--- src/rtl/ecpg_pkg.sv ---
// types and constants of the elliptic cone point generator
package ecpg_pkg;

   // angle to phase scale factors, 2^48/(2*pi) and 2^48/360
   localparam logic [45:0] C_RAD = 46'd44798133900177;
   localparam logic [45:0] C_DEG = 46'd781874935307;

   // rotator start value, gain compensation in q2.30
   localparam logic signed [33:0] CORDIC_GAIN = 34'sd652032874;

   // largest magnitude of a local x or y
   localparam logic [42:0] LOCAL_MAX = '1;

   // arctangent of 2^-i in units of 2^-32 turn
   localparam logic [31:0] ATAN_TURN [32] = '{
      32'h20000000, 32'h12E4051E, 32'h09FB385B, 32'h051111D4, 32'h028B0D43,
      32'h0145D7E1, 32'h00A2F61E, 32'h00517C55, 32'h0028BE53, 32'h00145F2F,
      32'h000A2F98, 32'h000517CC, 32'h00028BE6, 32'h000145F3, 32'h0000A2FA,
      32'h0000517D, 32'h000028BE, 32'h0000145F, 32'h00000A30, 32'h00000518,
      32'h0000028C, 32'h00000146, 32'h000000A3, 32'h00000051, 32'h00000029,
      32'h00000014, 32'h0000000A, 32'h00000005, 32'h00000003, 32'h00000001,
      32'h00000001, 32'h00000000
   };

   // register indexes of the configuration port
   typedef enum logic [2:0] {
      REG_TAN_X  = 3'd0,
      REG_TAN_Y  = 3'd1,
      REG_ROW0   = 3'd2,
      REG_ROW1   = 3'd3,
      REG_ROW2   = 3'd4,
      REG_APEX_X = 3'd5,
      REG_APEX_Y = 3'd6,
      REG_APEX_Z = 3'd7
   } reg_index_type;

   // configuration registers as one group
   typedef struct packed {
      logic [31:0]        tan_x;
      logic [31:0]        tan_y;
      logic [53:0]        row0;
      logic [53:0]        row1;
      logic [53:0]        row2;
      logic signed [31:0] apex_x;
      logic signed [31:0] apex_y;
      logic signed [31:0] apex_z;
   } csr_type;

   // data handed from cell to cell along the rotator
   typedef struct packed {
      logic signed [33:0] x;
      logic signed [33:0] y;
      logic signed [33:0] z;
      logic               flip;
      logic signed [31:0] height;
   } cordic_type;

   // cone point in local coordinates
   typedef struct packed {
      logic signed [44:0] px;
      logic signed [44:0] py;
      logic signed [31:0] pz;
      logic               sat;
   } local_type;

   // finished world point
   typedef struct packed {
      logic signed [31:0] wx;
      logic signed [31:0] wy;
      logic signed [31:0] wz;
      logic               sat;
   } world_type;

endpackage

--- src/rtl/ecpg_phase.sv ---
// angle to phase conversion and quadrant fold, two pipeline stages
module ecpg_phase (
   input  logic                clock,
   input  logic                reset,
   input  logic                in_valid,
   output logic                in_ready,
   input  logic signed [31:0]  height,
   input  logic signed [31:0]  angle,
   input  logic                angle_in_degrees,
   output logic                out_valid,
   input  logic                out_ready,
   output ecpg_pkg::cordic_type out_data
);
   import ecpg_pkg::*;

   logic               valid1_ff, valid2_ff;
   logic               ready1, ready2;
   logic [45:0]        scale;
   logic signed [55:0] plo_in, phi_in, plo_ff, phi_ff;
   logic signed [31:0] height_ff;
   logic [63:0]        sum;
   logic [31:0]        phase;
   logic signed [33:0] z;
   cordic_type         data_in, data_ff;

   assign ready2   = !valid2_ff || out_ready;
   assign ready1   = !valid1_ff || ready2;
   assign in_ready = ready1;

   // split product of angle and scale into two partial products
   always_comb begin
      scale  = angle_in_degrees ? C_DEG : C_RAD;
      plo_in = angle * $signed({1'b0, scale[22:0]});
      phi_in = angle * $signed({1'b0, scale[45:23]});
   end

   // join partial products, round, fold into the right half plane
   always_comb begin
      sum          = 64'(plo_ff) + (64'(phi_ff) << 23) + 64'h0000_0000_8000_0000;
      phase        = sum[63:32];
      z            = {{2{phase[31]}}, phase};
      data_in.flip = 1'b0;
      if (z > 34'sd1073741824) begin
         z            = z - 34'sd2147483648;
         data_in.flip = 1'b1;
      end else if (z < -34'sd1073741824) begin
         z            = z + 34'sd2147483648;
         data_in.flip = 1'b1;
      end
      data_in.x      = CORDIC_GAIN;
      data_in.y      = '0;
      data_in.z      = z;
      data_in.height = height_ff;
   end

   // stage valid bits
   always_ff @(posedge clock) begin
      if (reset) begin
         valid1_ff <= 1'b0;
         valid2_ff <= 1'b0;
      end else begin
         if (ready1) valid1_ff <= in_valid;
         if (ready2) valid2_ff <= valid1_ff;
      end
   end

   // stage payload
   always_ff @(posedge clock) begin
      if (ready1 && in_valid) begin
         plo_ff    <= plo_in;
         phi_ff    <= phi_in;
         height_ff <= height;
      end
      if (ready2 && valid1_ff) begin
         data_ff <= data_in;
      end
   end

   assign out_valid = valid2_ff;
   assign out_data  = data_ff;
endmodule

--- config.mk ---
export PLATFORM = sky130hd
export DESIGN_NAME = ecpg_phase
export DESIGN_NICKNAME = d
export VERILOG_FILES = /design/src/rtl/ecpg_pkg.sv /design/src/rtl/ecpg_phase.sv
export SDC_FILE = /design/constraint.sdc
export NUM_CORES = 2
export LEC_CHECK = 0
export ABC_AREA = 1
export BUFFER_PORTS_ARGS = -buffer_cell sky130_fd_sc_hd__buf_2
export CORE_MARGIN = 4
export CORE_UTILIZATION = 40
export CTS_CLUSTER_DIAMETER = 30
export DETAILED_ROUTE_END_ITERATION = 8
export GPL_ROUTABILITY_DRIVEN = 0
export SYNTH_ARGS = -nofsm -noshare
export SYNTH_HDL_FRONTEND = slang
export SYNTH_SLANG_ARGS = --single-unit
--- constraint.sdc ---
create_clock -name clock -period 10.1 [get_ports clock]
set_clock_uncertainty 0.2 [all_clocks]
set_input_delay 1.01 -clock clock [delete_from_list [all_inputs] [get_ports clock]]
set_output_delay 1.01 -clock clock [all_outputs]
set_load 0.01 [all_outputs]
==> impl_metrics.tcl <==
set metrics [dict create \
    drv_cap 0 \
    clk_latency_ns 0.45 \
    grt_overflow 0 \
    ys_async_sr_fraction 0 \
    first_pass_iters 6 \
    max_stage_delay_ns 0.73 \
    worstSetupPathType "input pin to flip-flop" \
    syn_area_sq_um 40800 \
    grt_usage 0.243 \
    root_buffer "clkbuf_16" \
    r2r-end "out_data[64]" \
    grt_pass1_wl_um 194000 \
    hold_path_class "flip-flop to flip-flop" \
    synthCells 4648 \
    numCtsBuffers 17 \
    fillerInstances 10200 \
    clkTransAtPathRegs_ns 0.08 \
    rows 116 \
    grt_max_degree 76 \
    ys_seq_area_frac 0.128 \
    setup_tns_ns 0 \
    ant_nets 0 \
    finalCriticalPeriod_ns 9.13 \
    crit_top_cell "fa_1" \
    start_util 0.405 \
    cts.sinks 174 \
    die_x_um 327 \
    holdPathStages 0 \
    via_per_inst 4.90 \
    syn_area_per_cell_sq_um 8.77 \
    layout-drive-gt1-share 0.0578 \
    clockBufferDepth 2 \
    worstHoldEndpoint "out_data[18]" \
    worstPathRequired_ns 10.10 \
    slew_violations 0 \
    drc 0 \
    tritoncts "done" \
    path_max_fanout 9 \
    first_global_vias 31600 \
    fin_nets 6157 \
    regArea_sq_um 5200 \
    end_kind "flip-flop" \
    die_y_um 327 \
    yosysWarningCount 0 \
    vias 30500 \
    cts_resized 0 \
    holdBufCountCts 0 \
    wl_per_cell_um 20.8 \
    synth_edf_count 172 \
    routed_wl_um 130000 \
    dieArea_sq_um 107000 \
    finalSetupViolCount 0 \
    start_kind "input pin" \
    tightestPinTransition_ns 1.06 \
    rsz0062_at_grt "false" \
    antenna_found_initial 6 \
    cts_setup_buffers 0 \
    r2r_cells 16 \
    cp.arrival_ns 9.13 \
    finalCritPeriodShare 0.904 \
    max_freq_ghz 0.110 \
    multiInputGateArea_sq_um 29800 \
    finalHoldViolCount 0 \
    portBuffers 137 \
    reg2reg_from "plo_ff[55]" \
    first_iter_violations 2538 \
    status "finished clean" \
    dp_hpwl_um 118000 \
    hold_start "height_ff[18]" \
    synthFlopType "edfxtp_1" \
    synth-seq-cells 174 \
    coreArea_sq_um 101000 \
    slew_headroom 0.293 \
    ys_types 51 \
    worst_path_max_delay_cell "nor2_1" \
    htreeDepth 4 \
    area_growth_pct 7.51 \
    startpoint "angle[8]" \
    rrSetupSlack_ns 6.55 \
    io_pins 206 \
]
[worst max-delay path: cells and delay by family]
family	cells	cell delay (ns)
compound gates	1	0.08
xor+xnor	1	0.16
simple gates	11	3.00
buf+inv	8	1.55
fa+ha+maj	8	3.31
[stage by stage]
step                 util  setup slack (ns)  area [sq um]  hold slack [ns]  instances
finish              0.436             0.971         43800            0.210       6224
global route        0.436             0.673         43800            0.214       6222
CTS                 0.436              1.23         43800            0.211       6222
detailed placement  0.429             0.755         43200            0.205       6190
global placement    0.429             0.811         43200            0.201       6190
floorplan               -              1.88         41100            0.200       4748
[worst max path at each step]
stage | endpoint | slack [ns]
floorplan | plo_ff[54] | 1.88
detailed placement | plo_ff[54] | 0.76
CTS | plo_ff[54] | 1.23
finish | plo_ff[54] | 0.97
global placement | plo_ff[43] | 0.81
global route | plo_ff[54] | 0.67
[cell families after synthesis]
group,after synthesis,share of synthesized area
other,2,0.000184
AOI/OAI and AO/OA,331,0.0475
xor gates and xnor gates,148,0.0318
buffers and inverters,1563,0.151
DFF,174,0.128
adders and majority gates,1236,0.522
and+or+nand+nor,1194,0.121
[per-layer routing]
layer,vias to the layer above,part of all wire,GRT usage
li1,13900,-,-
met1,15000,0.41,0.324
met2,1314,0.46,0.395
met3,255,0.088,0.0510
met4,2,0.040,0.0835
met5,-,0.000093,0
[cell usage after synthesis (all sizes together), types with 2 or more instances]
library cell / instances / area, sq um
buf: 79 / 567
nand4: 18 / 113
xnor2: 49 / 429
conb: 2 / 7.51
fa: 772 / 15500
a21boi: 5 / 37.5
a31oi: 27 / 169
and3: 2 / 12.5
ha: 464 / 5810
or2: 35 / 219
o31ai: 2 / 15.0
nand2: 699 / 2650
clkbuf: 3 / 11.3
nor4: 5 / 37.5
nor3: 20 / 121
clkinv: 9 / 33.8
o21a: 6 / 45.0
nand3b: 5 / 37.5
nand3: 74 / 390
edfxtp: 172 / 5160
xor2: 99 / 867
nor2: 335 / 1330
a21o: 38 / 285
inv: 1472 / 5530
a211oi: 2 / 15.0
o21bai: 26 / 195
o21ai: 78 / 390
o211ai: 3 / 22.5
dfxtp: 2 / 40.0
a21oi: 138 / 702
[final cells by class]
class / instances / area share
Multi-Input combinational cell: 3011 / 0.680
Timing Repair Buffer: 167 / 0.0208
Inverter: 1481 / 0.127
Antenna cell: 2 / 0.000114
Sequential cell: 174 / 0.119
Clock buffer: 17 / 0.00971
Tap cell: 1357 / 0.0387
Clock inverter: 15 / 0.00477
[registers in the layout, summed over array words and instances, names as in the netlist]
register   flops
out_valid      1
out_data      66
valid1_ff      1
phi_ff        41
height_ff     32
plo_ff        33
[cells in the final DEF (no fill, tap or decap), types with 32 or more instances in the layout]
| cell type | count |
|---|---|
| xnor2_1 | 49 |
| conb_1 | 102 |
| xor2_1 | 99 |
| nand2_1 | 688 |
| a21o_1 | 38 |
| a21oi_1 | 134 |
| ha_1 | 464 |
| edfxtp_1 | 172 |
| inv_1 | 1467 |
| or2_2 | 32 |
| buf_2 | 137 |
| nand3_1 | 70 |
| nor2_1 | 314 |
| fa_1 | 772 |
| o21ai_0 | 75 |
Power is not shown: default switching activity piles up to over one toggle a cycle in this logic, so the estimate is an artifact.
