`config.mk`:
```
export PLATFORM = sky130hd
export DESIGN_NAME = ecpg_cordic_cell
export DESIGN_NICKNAME = d
export VERILOG_FILES = /design/src/rtl/ecpg_pkg.sv /design/src/rtl/ecpg_cordic_cell.sv
export SDC_FILE = /design/constraint.sdc
export NUM_CORES = 1
export LEC_CHECK = 0
export BUFFER_PORTS_ARGS = -buffer_cell sky130_fd_sc_hd__buf_4
export CORE_MARGIN = 1
export CORE_UTILIZATION = 24
export DETAILED_ROUTE_END_ITERATION = 8
export GPL_ROUTABILITY_DRIVEN = 0
export HOLD_SLACK_MARGIN = 0.03
export PLACE_DENSITY = 0.49
export SLEW_MARGIN = 25
export SYNTH_ARGS = -nofsm -noshare
export SYNTH_HDL_FRONTEND = slang
export SYNTH_SLANG_ARGS = --single-unit
```
`constraint.sdc`:
```
create_clock -name clock -period 4.6 [get_ports clock]
set_clock_uncertainty 0.15 [all_clocks]
set_input_delay 0.92 -clock clock [delete_from_list [all_inputs] [get_ports clock]]
set_output_delay 0.92 -clock clock [all_outputs]
set_load 0.03 [all_outputs]
```
`src/rtl/ecpg_pkg.sv`:
```
// types and constants of the elliptic cone point generator
package ecpg_pkg;

   // angle to phase scale factors, 2^48/(2*pi) and 2^48/360
   localparam logic [45:0] C_RAD = 46'd44798133900177;
   localparam logic [45:0] C_DEG = 46'd781874935307;

   // rotator start value, gain compensation in q2.30
   localparam logic signed [33:0] CORDIC_GAIN = 34'sd652032874;

   // largest magnitude of a local x or y
   localparam logic [42:0] LOCAL_MAX = '1;

   // arctangent of 2^-i in units of 2^-32 turn
   localparam logic [31:0] ATAN_TURN [32] = '{
      32'h20000000, 32'h12E4051E, 32'h09FB385B, 32'h051111D4, 32'h028B0D43,
      32'h0145D7E1, 32'h00A2F61E, 32'h00517C55, 32'h0028BE53, 32'h00145F2F,
      32'h000A2F98, 32'h000517CC, 32'h00028BE6, 32'h000145F3, 32'h0000A2FA,
      32'h0000517D, 32'h000028BE, 32'h0000145F, 32'h00000A30, 32'h00000518,
      32'h0000028C, 32'h00000146, 32'h000000A3, 32'h00000051, 32'h00000029,
      32'h00000014, 32'h0000000A, 32'h00000005, 32'h00000003, 32'h00000001,
      32'h00000001, 32'h00000000
   };

   // register indexes of the configuration port
   typedef enum logic [2:0] {
      REG_TAN_X  = 3'd0,
      REG_TAN_Y  = 3'd1,
      REG_ROW0   = 3'd2,
      REG_ROW1   = 3'd3,
      REG_ROW2   = 3'd4,
      REG_APEX_X = 3'd5,
      REG_APEX_Y = 3'd6,
      REG_APEX_Z = 3'd7
   } reg_index_type;

   // configuration registers as one group
   typedef struct packed {
      logic [31:0]        tan_x;
      logic [31:0]        tan_y;
      logic [53:0]        row0;
      logic [53:0]        row1;
      logic [53:0]        row2;
      logic signed [31:0] apex_x;
      logic signed [31:0] apex_y;
      logic signed [31:0] apex_z;
   } csr_type;

   // data handed from cell to cell along the rotator
   typedef struct packed {
      logic signed [33:0] x;
      logic signed [33:0] y;
      logic signed [33:0] z;
      logic               flip;
      logic signed [31:0] height;
   } cordic_type;

   // cone point in local coordinates
   typedef struct packed {
      logic signed [44:0] px;
      logic signed [44:0] py;
      logic signed [31:0] pz;
      logic               sat;
   } local_type;

   // finished world point
   typedef struct packed {
      logic signed [31:0] wx;
      logic signed [31:0] wy;
      logic signed [31:0] wz;
      logic               sat;
   } world_type;

endpackage

```
`src/rtl/ecpg_cordic_cell.sv`:
```
// one rotation step of the sine and cosine rotator
module ecpg_cordic_cell #(
   parameter int STAGE = 0
) (
   input  logic                clock,
   input  logic                reset,
   input  logic                in_valid,
   output logic                in_ready,
   input  ecpg_pkg::cordic_type in_data,
   output logic                out_valid,
   input  logic                out_ready,
   output ecpg_pkg::cordic_type out_data
);
   import ecpg_pkg::*;

   logic               valid_ff;
   cordic_type         data_in, data_ff;
   logic signed [33:0] xs, ys, zs, dx, dy, step;

   assign in_ready = !valid_ff || out_ready;

   // rotate toward zero residual angle
   always_comb begin
      xs      = in_data.x;
      ys      = in_data.y;
      zs      = in_data.z;
      dx      = ys >>> STAGE;
      dy      = xs >>> STAGE;
      step    = $signed({2'b00, ATAN_TURN[STAGE]});
      data_in = in_data;
      if (!zs[33]) begin
         data_in.x = xs - dx;
         data_in.y = ys + dy;
         data_in.z = zs - step;
      end else begin
         data_in.x = xs + dx;
         data_in.y = ys - dy;
         data_in.z = zs + step;
      end
   end

   always_ff @(posedge clock) begin
      if (reset) begin
         valid_ff <= 1'b0;
      end else if (in_ready) begin
         valid_ff <= in_valid;
      end
   end

   always_ff @(posedge clock) begin
      if (in_ready && in_valid) begin
         data_ff <= data_in;
      end
   end

   assign out_valid = valid_ff;
   assign out_data  = data_ff;
endmodule

```
==> metrics.txt, run 1 <==
status=finished, final reports clean; Worst setup EP type=flip-flop; clock power share=0.306; Layout Utilization=0.323; Worst R2R Setup Slack=2.75 ns; hold path startpoint=out_valid; Post-Synthesis Cell Area=9970 µm²; worst endpoint data arrival time=3.93 ns; RSZ-0062 raised after global routing=no; cells after synthesis=1038; routed length per instance=18.4 µm; Post-CTS Hold Fix Bufs=0; number of I/O port buffers=275; leakage=0.00569 µW; WS Path Type=in2reg; Synth Register Bits=135; net switching power=1590 µW; initial core utilization=0.244; switching share of power=0.362; Top FF cell, synth=edfxtp_1; hpwl dp=27.4 mm; Initial DRT Pass Iterations=5; Via-to-Cell Ratio=4.76; # Max-Cap Violations=0; Die X=206 µm; CTS tree=built; Longest Clk Path Bufs=2; Finish-stage setup viols=0; syn_area_per_cell=9.60 µm²; Slew @ Worst Pin=0.956 ns; path depth of the worst reg2reg path=3; Clock Sinks=135; Layout area overhead=32.8%; post-route setup TNS=0 ns; fin nets=1553; Slew headroom=0.357; EDFF count, synth=134; Residual DRC=0; Logic pwr share=0.335; Hold Path Stages=2; Final Slew Violations=0; ys async rst share=0; max frequency=0.257 GHz; fin crit share=0.846; Hold Path End=out_valid; main area contributors after synthesis=edfxtp_1 40%, ha_1 13%, a21oi_1 6.0%; net count after synthesis=1283; Via Count=8826; GR Overflow Total=0; crit-path max FO=5; FP Rows=74; Synth area leader=edfxtp_1; ANT cells=0; Critical R2R Launch=out_valid; sequential area share after synthesis=0.406; most frequent cells after synthesis=134 x edfxtp_1, 119 x a21oi_1, 102 x ha_1, 90 x inv_1, 86 x nor2_1; minimum clock period=3.89 ns; Die ar.=42400 µm²; initial drt markers=448; boundary pin count=276; Skew-Pair Late Insertion Delay=0.44 ns; WP data required=4.63 ns; TritonCTS buffer count=17; top cell type's share of synthesized area=0.404; vias in the first global route=8611; Worst setup SP type=input pin; WL final=34.2 mm; Synth cell types=77; Reg power frac=0.360; initial antenna violation count=0; CTS resizes=0; CTS root buf=clkbuf_16; fraction of layout cells with a size suffix above 1=0.269; post-CTS setup buffer count=0; Clock Pin Slew Worst Setup and Hold Paths=0.07 ns; P_int=2790 µW; post-route cell area=13200 µm²; H-tree depth=4; r2r endpoint=out_data[78]; Core ar.=40900 µm²; remaining antenna violation count after routing=0; worst vdd ir=0.000264 V; endpoints failing hold=0; Pwr Density=331 nW/µm²; DP Area=12700 µm²; Tot GR Track Use=0.158; Die Y-Extent=206 µm; Hold Path Class=reg2reg; first-pass GRT wire length=50.3 mm; synth warn=0; most frequent cell after synthesis=edfxtp_1; largest net degree at the start of global routing=85
==> worst max-delay path by stage <==
stage,start,end,slack [ns],depth (start not counted)
floorplan,in_data[67],out_data[133],0.91,11
global placement,in_data[67],out_data[99],0.29,12
detailed placement,in_data[67],out_data[131],0.27,12
CTS,in_data[67],out_data[131],0.73,12
global route,in_data[67],out_data[131],0.52,12
finish,in_data[67],out_data[131],0.71,12
==> state kept, by name, summed over array words and instances (netlist names) <==
register   count
out_data     134
out_valid      1
==> final cells by class <==
class | instances | area [µm²]
fill | 4270 | 27700
multi-input combinational | 759 | 5350
sequential | 135 | 4040
timing repair buffer | 296 | 2230
tap | 532 | 666
clock buffer | 17 | 425
inverter | 99 | 378
clock inverter | 15 | 136
==> power groups by stage <==
stage	sequential (µW)	clock [µW]	combinational [µW]
2_1_floorplan	1830	0	670
3_3_place_gp	1600	0	1460
3_5_place_dp	1600	0	1470
4_1_cts	1580	1380	1470
5_1_grt	1580	1420	1590
6_report	1570	1340	1470
==> metal layers <==
metal,share of wire,vias up,track usage
met3,0.070,34,0.0290
met5,0,-,0
met2,0.48,334,0.269
li1,-,4278,-
met4,0.018,0,0.0565
met1,0.43,4180,0.197
==> cells in the final DEF (no fill, tap or decap), types with 18 or more instances in the layout <==
cell type	synthesis	routed
a21oi_1	119	119
nor3_1	18	18
xnor2_1	59	59
edfxtp_1	134	134
nand2_1	49	49
nor2_1	86	86
a21o_1	24	24
ha_1	102	102
inv_1	90	90
buf_4	5	295
nand3_1	19	19
o21bai_1	21	21
o21ai_0	69	69
==> critical path, cell delays in order <==
cell and delay [ns]:
buf_4 0.12, ha_1 0.23, fa_1 0.43, nor2b_2 0.19
o311ai_1 0.38, a31oi_2 0.24, a211oi_4 0.41, nor3_2 0.14
o41ai_4 0.42, nand2b_1 0.17, o31ai_1 0.11, xnor2_1 0.17
==> cell families (layout without fill, tap and decap cells) <==
family / count (synthesis) / count (layout) / synth area share
mux: 11 / 11 / 0.0110
fa+ha+maj: 106 / 106 / 0.136
flops: 135 / 135 / 0.406
buf+inv: 144 / 427 / 0.0577
compound gates: 324 / 324 / 0.208
simple gates: 251 / 251 / 0.123
xor+xnor: 67 / 67 / 0.0589
==> through the flow <==
step	setup WS [ns]	total power [µW]	hold slack (ns)	instances
after floorplan	0.905	2500	0.709	1038
after global placement	0.292	3060	0.362	1821
after detailed placement	0.271	3070	0.375	1821
after CTS	0.728	4430	0.392	1853
after global routing	0.519	4590	0.407	1853
final	0.709	4380	0.381	1853
(Power assumes the default switching activity.)
==> run 2, diff against run 1 <==
--- a/config.mk
+++ b/config.mk
@@ -11,7 +11,7 @@
 export DETAILED_ROUTE_END_ITERATION = 8
 export GPL_ROUTABILITY_DRIVEN = 0
 export HOLD_SLACK_MARGIN = 0.03
-export PLACE_DENSITY = 0.49
+export PLACE_DENSITY = 0.48
 export SLEW_MARGIN = 25
 export SYNTH_ARGS = -nofsm -noshare
 export SYNTH_HDL_FRONTEND = slang
==> constraint.sdc (replaced) <==
create_clock -name clock -period 3.6 [get_ports clock]
set_clock_uncertainty 0.15 [all_clocks]
set_input_delay 0.72 -clock clock [delete_from_list [all_inputs] [get_ports clock]]
set_output_delay 0.72 -clock clock [all_outputs]
set_load 0.03 [all_outputs]
==> metrics.txt, run 2 (same netlist as run 1, synthesis figures left out) <==
fraction of layout cells with a size suffix above 1=0.328 (+0.0580); TritonCTS buffer count=17 (unchanged); DP Area=13600 µm² (+7.0%); worst vdd ir=0.000287 V (+8.7%); RSZ-0062 raised after global routing=no; boundary pin count=276 (unchanged); most frequent cells in the layout=411 x buf_4, 134 x edfxtp_1, 119 x a21oi_1; CTS tree=built; Worst setup SP type=input pin; H-tree depth=4 (unchanged); Finish-stage setup viols=0 (unchanged); Die ar.=42400 µm² (unchanged); status=finished, final reports clean; final worst-path setup slack=0.128 ns (-0.580 ns); crit-path max FO=4 (-1); Residual DRC=0 (unchanged); endpoints failing hold=0 (unchanged); WL final=35.0 mm (+2.5%); Longest Clk Path Bufs=2 (unchanged); # Max-Cap Violations=0 (unchanged); Initial DRT Pass Iterations=7 (+2); WP data required=3.62 ns (-1.01 ns); register area=4040 µm² (unchanged); Slew @ Worst Pin=0.610 ns (-0.345 ns); Slew headroom=0.593 (+0.236); worst endpoint data arrival time=3.49 ns (-0.44 ns); Post-CTS Hold Fix Bufs=0 (unchanged); remaining antenna violation count after routing=0 (unchanged); Skew-Pair Late Insertion Delay=0.45 ns (about the same); hpwl dp=29.0 mm (+5.9%); Final Slew Violations=0 (unchanged); Clock Pin Slew Worst Setup and Hold Paths=0.06 ns (about the same); number of I/O port buffers=275 (unchanged); Layout fillers=4194 (-1.8%); delay-heaviest family, CP=compound AO/OA/AOI/OAI gates; vias in the first global route=9125 (+6.0%); critical path cell sequence=buf_4, inv_1, ha_1, nand2b_1, a221oi_1, buf_4, a311o_1, o211ai_2, nor3_1, o41a_1, a31oi_2, xnor2_1, a21oi_1; Via Count=9240 (+4.7%); Via-to-Cell Ratio=4.69 (-1.5%); Crit-path slowest cell=o41a_1; Pwr Density=407 nW/µm² (+23%); fin crit share=0.964; fin nets=1670 (+7.5%); Tot GR Track Use=0.163 (+0.00573); routed length per instance=17.8 µm (-3.6%); overall power=5750 µW (+31%); post-route cell area=14100 µm² (+6.7%); max frequency=0.288 GHz; FP Rows=74 (unchanged); leakage=0.00625 µW (+9.9%); Worst setup EP type=flip-flop; Multi-input gate area=5360 µm² (+0.12%); largest net degree at the start of global routing=65 (-24%); Die Y-Extent=206 µm (unchanged); flip-flop count of the largest register after layout=134 (unchanged); worst path bufs/invs=3 (+2); ANT cells=0 (unchanged); initial drt markers=529 (+18%); post-place setup slack=-0.350 ns (-0.621 ns); GR Overflow Total=0 (unchanged); first-pass GRT wire length=52.2 mm (+3.7%); Crit path largest cell delay=0.51 ns (+0.08 ns); Clock Sinks=135 (unchanged); CTS resizes=0 (unchanged); cell mode on critical path=buf_4; most common cell after layout, fill and taps aside=buf_4; initial core utilization=0.244 (unchanged); Core ar.=40900 µm² (unchanged); CTS root buf=clkbuf_16; initial antenna violation count=0 (unchanged); Layout Utilization=0.345 (+0.0217); WS Path Type=in2reg; minimum clock period=3.47 ns; post-CTS setup buffer count=0 (unchanged); Die X=206 µm (unchanged); Layout area overhead=41.7%; Hold Path Class=in2reg
run 2: cell count changes in the layout (fill, tap and decap cells not counted):
cell,before,now
a31oi_1,9,8
bufinv_16,0,1
buf_12,1,2
inv_8,2,0
clkinv_1,4,7
clkinv_2,2,3
clkinv_4,3,4
clkinv_8,1,0
a31oi_2,1,2
buf_4,295,411
inv_6,6,3
run 2: through the flow:
step	cells	setup TNS [ns]	hold WS [ns]
floorplan	1038	0	0.639
global placement	1938	-4.69	0.384
detailed placement	1938	-6.15	0.398
CTS	1970	0	0.262
global route	1970	0	0.273
finish	1970	0	0.291
run 2: worst paths after layout:
check                                 start       endpoint  slack [ns]  depth (start not counted)
worst max register to register    out_valid   out_data[79]        1.98                          3
worst min-delay path            in_data[27]   out_data[27]        0.29                          1
worst max-delay path            in_data[68]  out_data[126]        0.13                         13
worst min register to register    out_valid      out_valid        0.39                          2
run 2: worst reg2reg max path: stages, from the launching register on:
cell and delay, ns:
dfxtp_1 0.31, nand2b_1 0.11, and2_4 0.28, buf_4 0.40
run 2: final cells by class:
type	instances	share of cell area
flip-flops and latches	135	0.286
clock buffers	17	0.0301
repair buffers	413	0.221
clock inverters	15	0.00895
inverters	99	0.0268
well taps	532	0.0471
multi-input cells	759	0.379
run 2: routing by layer:
| metal | GRT usage | vias to the layer above | part of all wire |
|---|---|---|---|
| met1 | 0.204 | 4376 | 0.44 |
| li1 | - | 4501 | - |
| met5 | 0 | - | 0 |
| met3 | 0.0309 | 40 | 0.062 |
| met2 | 0.276 | 323 | 0.48 |
| met4 | 0.0646 | 0 | 0.023 |
run 2: power by group:
part	switching (µW)	internal (µW)	leakage, µW	total, µW
logic	1200	854	0.00469	2060
registers	62.1	1950	0.00130	2010
clock network	736	946	0.000263	1680
total	2000	3750	0.00625	5750
==> run 3, diff against run 2 <==
--- a/config.mk
+++ b/config.mk
@@ -5,13 +5,13 @@
 export SDC_FILE = /design/constraint.sdc
 export NUM_CORES = 1
 export LEC_CHECK = 0
-export BUFFER_PORTS_ARGS = -buffer_cell sky130_fd_sc_hd__buf_4
 export CORE_MARGIN = 1
 export CORE_UTILIZATION = 24
 export DETAILED_ROUTE_END_ITERATION = 8
+export DONT_BUFFER_PORTS = 1
 export GPL_ROUTABILITY_DRIVEN = 0
 export HOLD_SLACK_MARGIN = 0.03
-export PLACE_DENSITY = 0.48
+export PLACE_DENSITY = 0.42
 export SLEW_MARGIN = 25
 export SYNTH_ARGS = -nofsm -noshare
 export SYNTH_HDL_FRONTEND = slang
==> metrics.txt, run 3 (same netlist as run 1, synthesis figures left out) <==
switching share of power=0.336 (-0.0118); Core ar.=40900 µm² (unchanged); Hold Path Class=in2reg; Worst setup SP type=input pin; vias in the first global route=8114 (-11%); Layout area overhead=20.4%; Clock Pin Slew Worst Setup and Hold Paths=0.06 ns (about the same); Die Y-Extent=206 µm (unchanged); P_int=3670 µW (-2.1%); boundary pin count=276 (unchanged); TritonCTS buffer count=17 (unchanged); Worst setup EP type=flip-flop; status=finished, final reports clean; most frequent cells in the layout=134 x edfxtp_1, 123 x buf_4, 119 x a21oi_1; ANT cells=0 (unchanged); Critical Path End=out_data[93]; Reg power frac=0.425 (+0.075); Via-to-Cell Ratio=4.77 (+1.7%); first-pass GRT wire length=49.7 mm (-4.9%); Longest Clk Path Bufs=2 (unchanged); H-tree depth=4 (unchanged); hpwl dp=27.7 mm (-4.5%); Die X=206 µm (unchanged); FP Rows=74 (unchanged); non-filler cells in the finished layout=1681 (-15%); Worst R2R Setup Slack=1.47 ns (-0.51 ns); initial drt markers=452 (-15%); Residual DRC=0 (unchanged); worst vdd ir=0.000244 V (-15%); initial antenna violation count=0 (unchanged); Initial DRT Pass Iterations=5 (-2); worst endpoint data arrival time=3.39 ns (-0.10 ns); Slew headroom=0.515 (-0.0784); DP Area=11400 µm² (-16%); routed length per instance=20.2 µm (+13%); flip-flop count of the largest register after layout=134 (unchanged); net switching power=1860 µW (-7.1%); leakage=0.00489 µW (-22%); r2r endpoint=out_data[89]; remaining antenna violation count after routing=0 (unchanged); Crit path largest cell delay=0.39 ns (-0.12 ns); final worst-path setup slack=0.228 ns (+0.0992 ns); CTS root buf=clkbuf_16; CTS tree=built; Skew-Pair Late Insertion Delay=0.43 ns (-0.02 ns); Placed Instances=1649 (-15%); Via Count=8015 (-13%); post-place setup slack=-0.379 ns (-0.0286 ns); Tot GR Track Use=0.159 (-0.00479); minimum clock period=3.37 ns (-0.0992 ns); # Max-Cap Violations=0 (unchanged); Pwr Density=461 nW/µm² (+13%); largest net degree at the start of global routing=135 (+110%); path depth of the worst reg2reg path=3 (unchanged); Layout Utilization=0.293 (-0.0518); crit-path max FO=3 (-1); fin nets=1381 (-17%); Die ar.=42400 µm² (unchanged); Critical R2R Launch=out_valid; endpoints failing hold=0 (unchanged); number of I/O port buffers=0 (-100%); fraction of layout cells with a size suffix above 1=0.158 (-0.170); clock power share=0.330 (+0.038); WS Path Type=in2reg; post-route setup TNS=0 ns (unchanged); WL final=33.9 mm (-3.2%); cell mode on critical path=buf_4; fin crit share=0.937 (-0.0276); WP data required=3.62 ns (about the same); critical path cell sequence=ha_1, fa_1, nor2b_2, o311ai_1, buf_4, a31oi_4, a211oi_4, buf_4, o41a_1, a211o_1, a221oi_2, or3_1, o2111ai_1; most common cell after layout, fill and taps aside=edfxtp_1; crit path from=in_data[67]; Logic pwr share=0.245 (-0.113); GR Overflow Total=0 (unchanged); initial core utilization=0.244 (unchanged); Slew @ Worst Pin=0.728 ns (+0.118 ns); post-CTS setup buffer count=0 (unchanged); Crit-path slowest cell=o41a_1; Final Slew Violations=0 (unchanged); RSZ-0062 raised after global routing=no; max frequency=0.297 GHz (+2.9%); Finish-stage setup viols=0 (unchanged); post-route cell area=12000 µm² (-15%); Clock Sinks=135 (unchanged)
==> run 3: cell type report <==
type	count	area [µm²]
Clock inverter	10	148
Inverter	99	378
Sequential cell	135	4040
Clock buffer	22	464
Multi-Input combinational cell	759	5360
Tap cell	532	666
Fill cell	4348	28900
Timing Repair Buffer	124	943
==> run 3: timing repair <==
action                     in CTS  in global routing
setup endpoints to repair       0                  2
gates resized for setup         0                  1
hold buffers                    0                  0
==> run 3: through the flow <==
stage	power, µW	hold slack, ns
6_report	5530	0.202
3_3_place_gp	3750	0.643
4_1_cts	5610	0.163
5_1_grt	5800	0.167
3_5_place_dp	3750	0.649
2_1_floorplan	3200	0.639
==> run 3: power groups by stage <==
stage / combinational, µW / sequential, µW / clock (µW)
floorplan: 856 / 2340 / 0
global placement: 1360 / 2390 / 0
detailed placement: 1360 / 2390 / 0
CTS: 1370 / 2360 / 1890
global route: 1490 / 2360 / 1950
finish: 1360 / 2350 / 1830
==> run 3: critical path, delay by kind of cell <==
family	cells	cell delay [ns]
AO/OA/AOI/OAI	7	1.58
adder cells (fa/ha/maj)	2	0.46
buffers and inverters	2	0.31
AND/OR/NAND/NOR	2	0.32
==> run 3: worst min path at each step <==
stage / slack (ns) / end / from / cells past startpoint
6_report: 0.20 / out_valid / reset / 1
5_1_grt: 0.17 / out_valid / reset / 1
4_1_cts: 0.16 / out_valid / reset / 1
3_5_place_dp: 0.65 / out_valid / reset / 1
3_3_place_gp: 0.64 / out_valid / reset / 1
2_1_floorplan: 0.64 / out_valid / reset / 1
==> run 3: routing by layer <==
metal / GRT usage / vias up / wire [µm]
li1: - / 3921 / -
met1: 0.194 / 3815 / 14900
met2: 0.272 / 258 / 16400
met3: 0.0418 / 21 / 2190
met4: 0.0441 / 0 / 426
met5: 0 / - / 0
